$ cat config.mk
export PLATFORM = sky130hd
export DESIGN_NAME = pdq_front
export DESIGN_NICKNAME = d
export VERILOG_FILES = /design/src/rtl/pdq_pkg.sv /design/src/rtl/pdq_front.sv
export SDC_FILE = /design/constraint.sdc
export NUM_CORES = 1
export LEC_CHECK = 0
export ABC_AREA = 1
export BUFFER_PORTS_ARGS = -buffer_cell sky130_fd_sc_hd__buf_2
export CAP_MARGIN = 15
export CORE_ASPECT_RATIO = 0.5
export CORE_MARGIN = 2
export CORE_UTILIZATION = 45
export CTS_CLUSTER_DIAMETER = 120
export DETAILED_ROUTE_END_ITERATION = 8
export PLACE_DENSITY_LB_ADDON = 0.15
export SLEW_MARGIN = 0
export SYNTH_ARGS = -nofsm -noshare
export SYNTH_HDL_FRONTEND = slang
export SYNTH_SLANG_ARGS = --single-unit
export TNS_END_PERCENT = 10
$ cat constraint.sdc
create_clock -name clk -period 5.3 [get_ports clk]
set_input_delay 0.795 -clock clk [delete_from_list [all_inputs] [get_ports clk]]
set_output_delay 0.795 -clock clk [all_outputs]
set_load 0.01 [all_outputs]
$ cat src/rtl/pdq_pkg.sv
`default_nettype none
// ----------------------------------------------------------------------------
// pdq_pkg
// Shared types and operation codes for the pair deque.
// ----------------------------------------------------------------------------
package pdq_pkg;

	localparam int unsigned OP_W   = 3;
	localparam int unsigned POS_W  = 11;
	localparam int unsigned WORD_W = 32;

	typedef enum logic [OP_W-1:0] {
		OP_PUSH_FRONT = 3'd0,
		OP_PUSH_BACK  = 3'd1,
		OP_POP_FRONT  = 3'd2,
		OP_POP_BACK   = 3'd3,
		OP_INSERT_AT  = 3'd4,
		OP_DELETE_AT  = 3'd5
	} op_t;

	typedef struct packed {
		logic [OP_W-1:0]          op;
		logic [POS_W-1:0]         position;
		logic signed [WORD_W-1:0] first_word;
		logic signed [WORD_W-1:0] second_word;
	} cmd_t;

	typedef struct packed {
		logic                     accepted;
		logic [POS_W-1:0]         entry_count;
		logic signed [WORD_W-1:0] front_first;
		logic signed [WORD_W-1:0] front_second;
		logic signed [WORD_W-1:0] back_first;
		logic signed [WORD_W-1:0] back_second;
	} res_t;

endpackage
`default_nettype wire

$ cat src/rtl/pdq_front.sv
`default_nettype none
// ----------------------------------------------------------------------------
// pdq_front
// Accept commands and hold them in a two-entry queue for the back end.
// ----------------------------------------------------------------------------
module pdq_front
	import pdq_pkg::*;
(
	input  wire  clk,
	input  wire  arst_n,
	input  cmd_t in_data,
	input  logic in_valid,
	output logic in_ready,
	output cmd_t q_data,
	output logic q_valid,
	input  logic q_take
);
	cmd_t       buf_q [2];
	logic       rd_q, wr_q;
	logic [1:0] cnt_q;
	logic       push;

	assign in_ready = (cnt_q != 2'd2);
	assign push     = in_valid && in_ready;
	assign q_valid  = (cnt_q != 2'd0);
	assign q_data   = buf_q[rd_q];

	always_ff @(posedge clk) begin
		if (push) buf_q[wr_q] <= in_data;
	end

	always_ff @(posedge clk or negedge arst_n) begin
		if (!arst_n) begin
			rd_q  <= 1'b0;
			wr_q  <= 1'b0;
			cnt_q <= 2'd0;
		end else begin
			if (push) wr_q <= ~wr_q;
			if (q_take) rd_q <= ~rd_q;
			cnt_q <= cnt_q + {1'b0, push} - {1'b0, q_take};
		end
	end
endmodule
`default_nettype wire

-- Word level (Yosys, flattened, before mapping)
Memory sizes are Yosys's and may differ from the RTL's.
Cells that the tools add are included.
- word-level logic and storage cells: 13
- output and inout bits: 80
- memory bits (writable): 156
- memories: 1
- bits in registers: 4
- bits of input ports: 82
- multiplexer cells: 2
- add/sub/neg operators: 2
- bitwise operators: 2
- equality and inequality tests: 1
- reduce and logical (&&, ||, !) cells: 2
- memory list (name ; depth ; bits a word ; rd ports ; clocked after memory_dff ; write ports ; line ; RTL):
    buf_q ; 2 ; 78 ; 1 ; 0 ; 1 ; pdq_front.sv:18 ; cmd_t buf_q [2];
- operators with widths (cell ; count):
    $add 2x1->2 ; 1
    $mux 1 ; 2
    $ne 2x2->1 const B ; 1
    $not 1->1 ; 2
    $reduce_bool 2->1 ; 1
    $sub 2x1->2 ; 1
    $logic_and 1x1->1 ; 1

-- Logic depth before layout (Yosys ltp)
Gate-level depths: netlist of run 1.
- word-level depth: 4
- mapped depth: 12
- mapped depth without buffers: 12

-- Least setup slack after synthesis of run 1
No wires, ideal clock.
- kind: input -> register
- from: in in_valid
- to: mem buf_q[1][0] (netlist name), enable pin
- arrival: 4179 ps
- required time: 4784 ps
- stages on the path: 2
- slack: 605 ps
- buffers on the path: 0
- library setup time: 516 ps
- cell sequence: nand2_1 > nor2_1
- word-level cells in the longest chain between the ends: 3
- RTL lines (element ; line ; RTL):
    start, declared ; pdq_front.sv:12 ; input logic in_valid,
    $logic_and 1x1->1 ; pdq_front.sv:24 ; assign push = in_valid && in_ready;
    $mux 1 ; pdq_front.sv:29 ; if (push) buf_q[wr_q] <= in_data;
    $mux 1 (not written as such) ; pdq_front.sv:29 ;
    end, declared ; pdq_front.sv:18 ;
No other way between the ends.

==> metrics.txt, run 1 <==
status finished clean; Comb power frac 25.7%; die area 14000 sq um; Skew-Pair Late Insertion Delay 0.41 ns; ANT nets after route 0; Compound-Gate Fraction of Synth Area 0.0853%; height of the chip 84.8 microns; # setup viols final 0; layout cell share with drive strength beyond 1 60.3%; R2R Setup Slk 2.80 ns; Final Instance Area 7430 sq um; H-tree Lvls 4; antenna violations before repair 0; Setup Slack @ Placement 2.37 ns; Post-Synth Adder-Cell Area 0.213%; Max rail drop VDD 277 uV; vias per cell 4.75; HPWL Detailed 6.78 mm; most frequent cells in the layout 161 x buf_2, 156 x edfxtp_1, 68 x mux2_2; f_max 337 MHz; Post-Synth XOR/XNOR Area 0.149%; CTS Sinks 160; gr ovfl total 0; hold crit path type in2async; Tot GR Track Use 15.4%; row cnt 29; Sw Pwr 1.18 mW; CP startpoint kind register; Area after DPL 6870 sq um; CTS Hold Bufs 0; Synth Warn # 0; CTS Buf Count 17; syn avg cell area 21.7 sq um; cell taking the most area after synthesis edfxtp_1; Ant. Diodes 0; Final Hold Vio Count 0; mux cell area share after synthesis 15.6%; sequential area share after synthesis 81.5%; Seq pwr share 46.2%; Hold WS 0.187 ns; synth top area cells edfxtp_1 80%, mux2_2 13%, mux2_4 2.6%; Final Net Count 527; syn nets 353; global-route wire length before repair 15.8 mm; setup_tns 0 ns; Util after Layout 58.5%; First DRT Iteration DRCs 194; Synth Instances 270; Setup crit end kind output port; CP Data Required Time 4.51 ns; Buffers on Ports 161; TritonCTS clock tree built; clock network power share 28.1%; # placed instances 595; switch share 28.6%; most common cell after layout, fill and taps aside buf_2; cts repair resizes 0; Initial Utilization 46.2%; synthesized cell area 5870 sq um; vias in the first global route 3161; DR WL/cell 16.7 microns; largest net degree at the start of global routing 80; root buffer cell clkbuf_16; Unique masters post-synth 14; Worst-Margin Slew 1.11 ns; P&R area growth vs syn 26.6%; Die Wd 166 microns; setup bufs post-CTS 0; Pleak 2.83 nW; Post-Route WL 10.4 mm; max cap viols 0; Clock Skew 0.00726 ns; Synth top area share 79.8%; PnR worst setup slack 2.33 ns; Min Clock Period, post-route 2.97 ns; path type of the worst setup path reg2out; CP Data Arrival Time 2.17 ns; vias post-DR 2975; pwr/cell area 556 nW/um^2; simple-gate share of the synthesized area 1.04%; Final Max Tran Viols 0; total power 4.13 mW; total core area 12700 sq um; critical path fanouts, max 79; 1st-pass router iterations 4; Max Root-Sink Buffers 2; Worst-path clk slew 0.06 ns; Seq cells post-synth 160; P_int 2.95 mW; DRC Markers 0; RSZ-0062 raised after global routing no; final cell count without fillers 626; largest family of logic cells by synthesized area multiplexers; Final Cycle Share 56.0%; I/O pin count 162; gpl congestion 0.754; Rel. slew slack 25.9%
worst paths after layout:
path / cells after the start / startpoint / endpoint
setup reg to reg: 4 / cnt_q[1] / buf_q[0][46]
max in group asynchronous: 1 / arst_n / rd_q
min in group clk: 1 / cnt_q[0] / cnt_q[0]
setup / recovery: 2 / rd_q / q_data[45]
hold / removal: 1 / arst_n / wr_q
hold reg to reg: 1 / cnt_q[0] / cnt_q[0]
sequential cells by signal, summed over array words and instances (netlist names):
name,flops
wr_q,1
buf_q,156
rd_q,1
cnt_q,2
power by group through the flow:
stage / Sequential, mW / Combinational [mW] / Clock, mW
6_report: 1.91 / 1.06 / 1.16
5_1_grt: 1.95 / 1.15 / 1.25
4_1_cts: 1.92 / 1.08 / 1.19
3_5_place_dp: 1.94 / 1.08 / 0
3_3_place_gp: 1.92 / 1.06 / 0
2_1_floorplan: 1.83 / 0.788 / 0
area by class of cell:
class	instances	area [sq um]
Clock buffer	17	425
Clock inverter	14	143
Sequential cell	160	4790
Tap cell	170	213
Multi-Input combinational cell	96	1020
Inverter	5	18.8
Fill cell	997	5270
Timing Repair Buffer	164	828
cell usage after synthesis (all sizes together):
cell type and count:
a21oi 1, buf 9, dfrtp 4, edfxtp 156, ha 1, inv 5
mux2 78, nand2 10, nand3 1, nand3b 1, nor2 3, xor2 1
metal layers:
metal	up-vias	part of all wire (%)	track usage [%]
met5	-	0	0
met2	87	54	27.6
met4	0	1.1	6.35
met3	12	6.3	4.79
met1	1469	39	17.0
li1	1407	-	-
worst max-delay path: stages, from the launching register on:
cell     delay, ns
dfrtp_4       1.15
mux2_2        0.42
buf_2         0.15
cells by family after synthesis:
logic type	after synthesis
mux	78
buf+inv	14
flops	160
xor+xnor	1
simple gates	15
compound gates	1
fa+ha+maj	1
Note: power is estimated with default switching activity, not from simulation.
==> run 2, diff against run 1 <==
--- a/config.mk
+++ b/config.mk
@@ -5,7 +5,7 @@
 export SDC_FILE = /design/constraint.sdc
 export NUM_CORES = 1
 export LEC_CHECK = 0
-export ABC_AREA = 1
+export ABC_AREA = 0
 export BUFFER_PORTS_ARGS = -buffer_cell sky130_fd_sc_hd__buf_2
 export CAP_MARGIN = 15
 export CORE_ASPECT_RATIO = 0.5
==> constraint.sdc (replaced) <==
create_clock -name clk -period 2.8 [get_ports clk]
set_input_delay 0.42 -clock clk [delete_from_list [all_inputs] [get_ports clk]]
set_output_delay 0.42 -clock clk [all_outputs]
set_load 0.01 [all_outputs]
==> metrics.txt, run 2 <==
worst path cell trace buf_4 -> mux2_2 -> buf_2; Final Instance Area 7480 sq um; path type of the worst setup path reg2out; Final Hold Vio Count 0; status finished clean; layout cell share with drive strength beyond 1 62.1%; Comb power frac 28.6%; # setup viols final 0; max incr delay on CP 0.42 ns; setup_tns 0 ns; Sw Pwr 2.17 mW; max reg flops 156; CP Data Required Time 2.38 ns; Setup crit end kind output port; synth top area cells edfxtp_1 80%, mux2_2 13%, mux2_4 2.6%; met2 usage in global routing 27.9%; Slowest cell on crit path dfrtp_4; gr ovfl total 0; DR WL/cell 16.5 microns; I/O pin count 162; Seq pwr share 43.2%; DRC Markers 0; # fillers 985; Max Root-Sink Buffers 2; biggest regs buf_q (156), cnt_q (2); Pleak 2.84 nW; height of the chip 84.7 microns; critical path fanouts, max 32; CTS Buf Count 17; P_int 5.72 mW; Die Wd 165 microns; Clock Skew 0.00786 ns; Skew-Pair Late Insertion Delay 0.40 ns; pwr/cell area 1050 nW/um^2; R2R Setup Slk 1.01 ns; sequential area share after synthesis 81.6%; hold crit path type in2reg; top cells by count, synth 156 x edfxtp_1, 68 x mux2_2, 10 x mux2_4; gr busiest metal met2; row cnt 29; Final Max Tran Viols 0; root buffer cell clkbuf_16; 1st-pass router iterations 5; CP startpoint kind register; most frequent cells in the layout 161 x buf_2, 156 x edfxtp_1, 68 x mux2_2; total core area 12700 sq um; Min Clock Period, post-route 2.19 ns; Final Net Count 522; clock network power share 28.2%; Setup Slack @ Placement 0.984 ns; CTS Sinks 160; syn nets 343; met3 GRT Util 4.84%; met1 Track Usage GR 16.2%; global-route wire length before repair 15.8 mm; H-tree Lvls 4; antenna violations before repair 1; ANT nets after route 0; Synth Instances 260; Max rail drop VDD 629 uV; CP Data Arrival Time 1.77 ns; gpl congestion 0.693; most common cell after layout, fill and taps aside buf_2; HPWL Detailed 6.80 mm; Worst-Margin Slew 0.612 ns; TritonCTS clock tree built; Tot GR Track Use 15.3%; Final Cycle Share 78.2%; largest net degree at the start of global routing 48; PnR worst setup slack 0.611 ns; Synth Warn # 0; # placed instances 589; Buffers on Ports 161; CP startpoint rd_q; Initial Utilization 46.1%; asr flop ratio synth 2.50%; cell taking the most area after synthesis edfxtp_1; Rel. slew slack 59.2%; synthesized cell area 5860 sq um; Area after DPL 6900 sq um; EDFF count, synth 156; r2r startpoint cnt_q[0]; First DRT Iteration DRCs 158; vias per cell 4.83; count leader, synth edfxtp_1; Biggest register buf_q; f_max 457 MHz; RSZ-0062 raised after global routing no; switch share 27.5%; syn avg cell area 22.5 sq um; Synth top area share 79.9%; Ant. Diodes 0; vias post-DR 2989; P&R area growth vs syn 27.6%; final cell count without fillers 619; Main synth FF type edfxtp_1; hold path startpoint in_data[18]; Worst-path clk slew 0.06 ns; Seq cells post-synth 160; max cap viols 0; vias in the first global route 3285; die area 14000 sq um; Unique masters post-synth 17; Post-Route WL 10.2 mm
[run 2: changes by cell type in the layout (fill, tap and decap cells not counted), sizes merged, moves of 2 or more]
cell / change
buf: +4
clkinv: +2
clkinvlp: -3
inv: -7
nand2: -9
nor2: -2
xnor2: +3
[run 2: power by group through the flow]
| stage | clock, mW | combinational (mW) | sequential [mW] |
|---|---|---|---|
| finish | 2.22 | 2.26 | 3.41 |
| global route | 2.39 | 2.45 | 3.46 |
| CTS | 2.28 | 2.31 | 3.42 |
| detailed placement | 0 | 2.30 | 3.47 |
| global placement | 0 | 2.25 | 3.43 |
| floorplan | 0 | 1.50 | 3.44 |
[run 2: area by class of cell]
class                   count  area, sq um  share of cell area (%)
multi-input cells          91         1020                    13.7
repair buffers            169          881                    11.8
flip-flops and latches    160         4790                    64.0
clock buffers              17          425                    5.69
well taps                 170          213                    2.84
clock inverters            12          146                    1.96
[run 2: what timing repair did]
item | 4_1_cts | 5_1_grt
hold buffers | 1 | 0
endpoints found under the hold margin | 4 | 0
buffers inserted | 0 | 0
gates resized for setup | 0 | 0
[run 2: through the flow]
step           util, %  hold slack [ns]  power (mW)
6_report          58.9            0.198        7.88
5_1_grt           58.9            0.178        8.30
4_1_cts           58.9            0.180        8.00
3_5_place_dp      54.3            0.234        5.76
3_3_place_gp      54.3            0.231        5.68
2_1_floorplan        -            0.124        4.93
[run 2: final timing paths]
kind | to | depth (start not counted)
max | q_data[42] | 3
min | buf_q[0][18] | 1
max reg2reg | buf_q[1][13] | 3
min reg2reg | wr_q | 1
max in group asynchronous | rd_q | 2
min in group asynchronous | cnt_q[1] | 2
[run 2: logic make-up (layout without fill, tap and decap cells)]
family,after synthesis,after routing,synth area share [%]
compound gates,2,2,0.256
xor+xnor,4,4,0.598
fa+ha+maj,1,1,0.213
buf+inv,9,198,1.09
flops,160,160,81.6
mux,78,78,15.6
simple gates,6,6,0.577
[run 2: critical path: cells and delay by family (launching register included)]
family                 cells  cell delay (ns)
buffers and inverters      2             0.52
DFF                        1             0.42
muxes                      1             0.39
[run 2: routing by layer]
| metal | wire, microns | share of wire, % | vias to the layer above |
|---|---|---|---|
| met3 | 577 | 5.7 | 10 |
| met2 | 5550 | 54 | 87 |
| met4 | 93 | 0.91 | 2 |
| met1 | 3960 | 39 | 1499 |
| li1 | - | - | 1391 |
| met5 | 13 | 0.13 | - |
==> run 3, diff against run 2 <==
--- a/config.mk
+++ b/config.mk
@@ -5,7 +5,7 @@
 export SDC_FILE = /design/constraint.sdc
 export NUM_CORES = 1
 export LEC_CHECK = 0
-export ABC_AREA = 0
+export ABC_AREA = 1
 export BUFFER_PORTS_ARGS = -buffer_cell sky130_fd_sc_hd__buf_2
 export CAP_MARGIN = 15
 export CORE_ASPECT_RATIO = 0.5
==> constraint.sdc (replaced) <==
create_clock -name clk -period 2.3 [get_ports clk]
set_input_delay 0.345 -clock clk [delete_from_list [all_inputs] [get_ports clk]]
set_output_delay 0.345 -clock clk [all_outputs]
set_load 0.01 [all_outputs]
==> metrics.txt, run 3 (synthesis results as in run 1) <==
DRC Markers 0; TritonCTS clock tree built; Die Wd 166 microns; Tot GR Track Use 15.3%; layout cell share with drive strength beyond 1 59.9%; cts repair resizes 0; f_max 482 MHz; Final Net Count 531; Final Cycle Share 90.2%; Setup Slack @ Placement 0.523 ns; die area 14000 sq um; gr ovfl total 0; vias per cell 4.78; final cell count without fillers 631; PnR worst setup slack 0.226 ns; setup_tns 0 ns; CP Data Required Time 1.96 ns; HPWL Detailed 7.06 mm; sequential cell area 4790 sq um; Worst-Margin Slew 0.441 ns; largest net degree at the start of global routing 52; # fillers 993; DR WL/cell 16.6 microns; total core area 12700 sq um; most common cell after layout, fill and taps aside buf_2; vias post-DR 3016; Ant. Diodes 0; Final Instance Area 7520 sq um; I/O pin count 162; root buffer cell clkbuf_16; Buffers on Ports 161; H-tree Lvls 4; hold-critical path depth 1; Multi-input gate area 1020 sq um; max reg flops 156; hold crit path type in2reg; height of the chip 84.8 microns; Final Max Tran Viols 0; Setup crit end kind output port; antenna violations before repair 0; global-route wire length before repair 16.1 mm; First DRT Iteration DRCs 202; setup bufs post-CTS 0; most frequent cells in the layout 161 x buf_2, 156 x edfxtp_1, 68 x mux2_2; # placed instances 598; Post-Route WL 10.4 mm; Pleak 2.86 nW; Area after DPL 6940 sq um; 1st-pass router iterations 4; biggest regs buf_q (156), cnt_q (2); vias in the first global route 3322; Rel. slew slack 70.5%; # setup viols final 0; Max rail drop VDD 651 uV; critical path fanouts, max 28; Max Root-Sink Buffers 2; CP startpoint kind register; RSZ-0062 raised after global routing no; reg2reg path depth 4; Final Hold Vio Count 0; Clock Skew 0.00709 ns; path type of the worst setup path reg2out; Min Clock Period, post-route 2.07 ns; Worst-path clk slew 0.07 ns; CTS Buf Count 17; gpl congestion 0.719; total power 9.63 mW; row cnt 29; Initial Utilization 46.2%; max cap viols 0; status finished clean; Skew-Pair Late Insertion Delay 0.40 ns; ANT nets after route 0; CTS Sinks 160; pwr/cell area 1280 nW/um^2; Biggest register buf_q; P&R area growth vs syn 28.1%; CP Data Arrival Time 1.73 ns
## run 3: cell types whose count changed in the layout (fill, tap and decap cells not counted), moves of 2 or more
| cell | change |
|---|---|
| buf_12 | +3 |
| buf_4 | -4 |
| clkbuf_1 | +3 |
| clkinv_2 | -4 |
| clkinvlp_4 | +3 |
| inv_1 | +5 |
| inv_6 | +2 |
| nand2_1 | +9 |
| xnor2_1 | -3 |
## run 3: per-layer routing
layer | vias up | GRT usage [%] | share of wire [%]
met1 | 1509 | 16.6 | 39
met3 | 7 | 5.29 | 5.3
li1 | 1415 | - | -
met5 | - | 0 | 0
met4 | 0 | 4.39 | 0.62
met2 | 85 | 28.3 | 55
## run 3: power by group
part           switching (mW)  internal [mW]  total (mW)
clock                    1.09           1.61        2.70
sequential              0.150           3.98        4.13
combinational            1.50           1.31        2.81
total                    2.74           6.89        9.63
## run 3: layout make-up
type                            instances  share of cell area, %
Clock inverter                         12                   1.81
Sequential cell                       160                   63.7
Tap cell                              170                   2.83
Timing Repair Buffer                  168                   12.1
Inverter                                5                  0.250
Multi-Input combinational cell         96                   13.5
Clock buffer                           20                   5.81
## run 3: path summary, 6_finish.rpt
kind,startpoint,to,slack (ns)
worst max register to register,cnt_q[1],buf_q[0][65],0.54
worst min register to register,cnt_q[0],cnt_q[0],0.52
worst max-delay path,rd_q,q_data[54],0.23
max in group asynchronous,arst_n,rd_q,1.87
min in group asynchronous,arst_n,wr_q,0.29
worst min-delay path,in_data[17],buf_q[1][17],0.13
## run 3: repair_timing
item,4_1_cts,5_1_grt
hold buffers,1,0
endpoints found under the setup margin,0,0
endpoints found under the hold margin,4,0
## run 3: critical path: stages (launching register included)
cell and delay, ns:
dfrtp_4 0.42, buf_4 0.35, mux2_2 0.40, buf_2 0.14
## run 3: metrics by stage
stage	hold WS, ns	util, %
after floorplan	0.0494	-
after global placement	0.158	54.6
after detailed placement	0.159	54.6
after CTS	0.111	59.2
after global routing	0.105	59.2
final	0.128	59.2
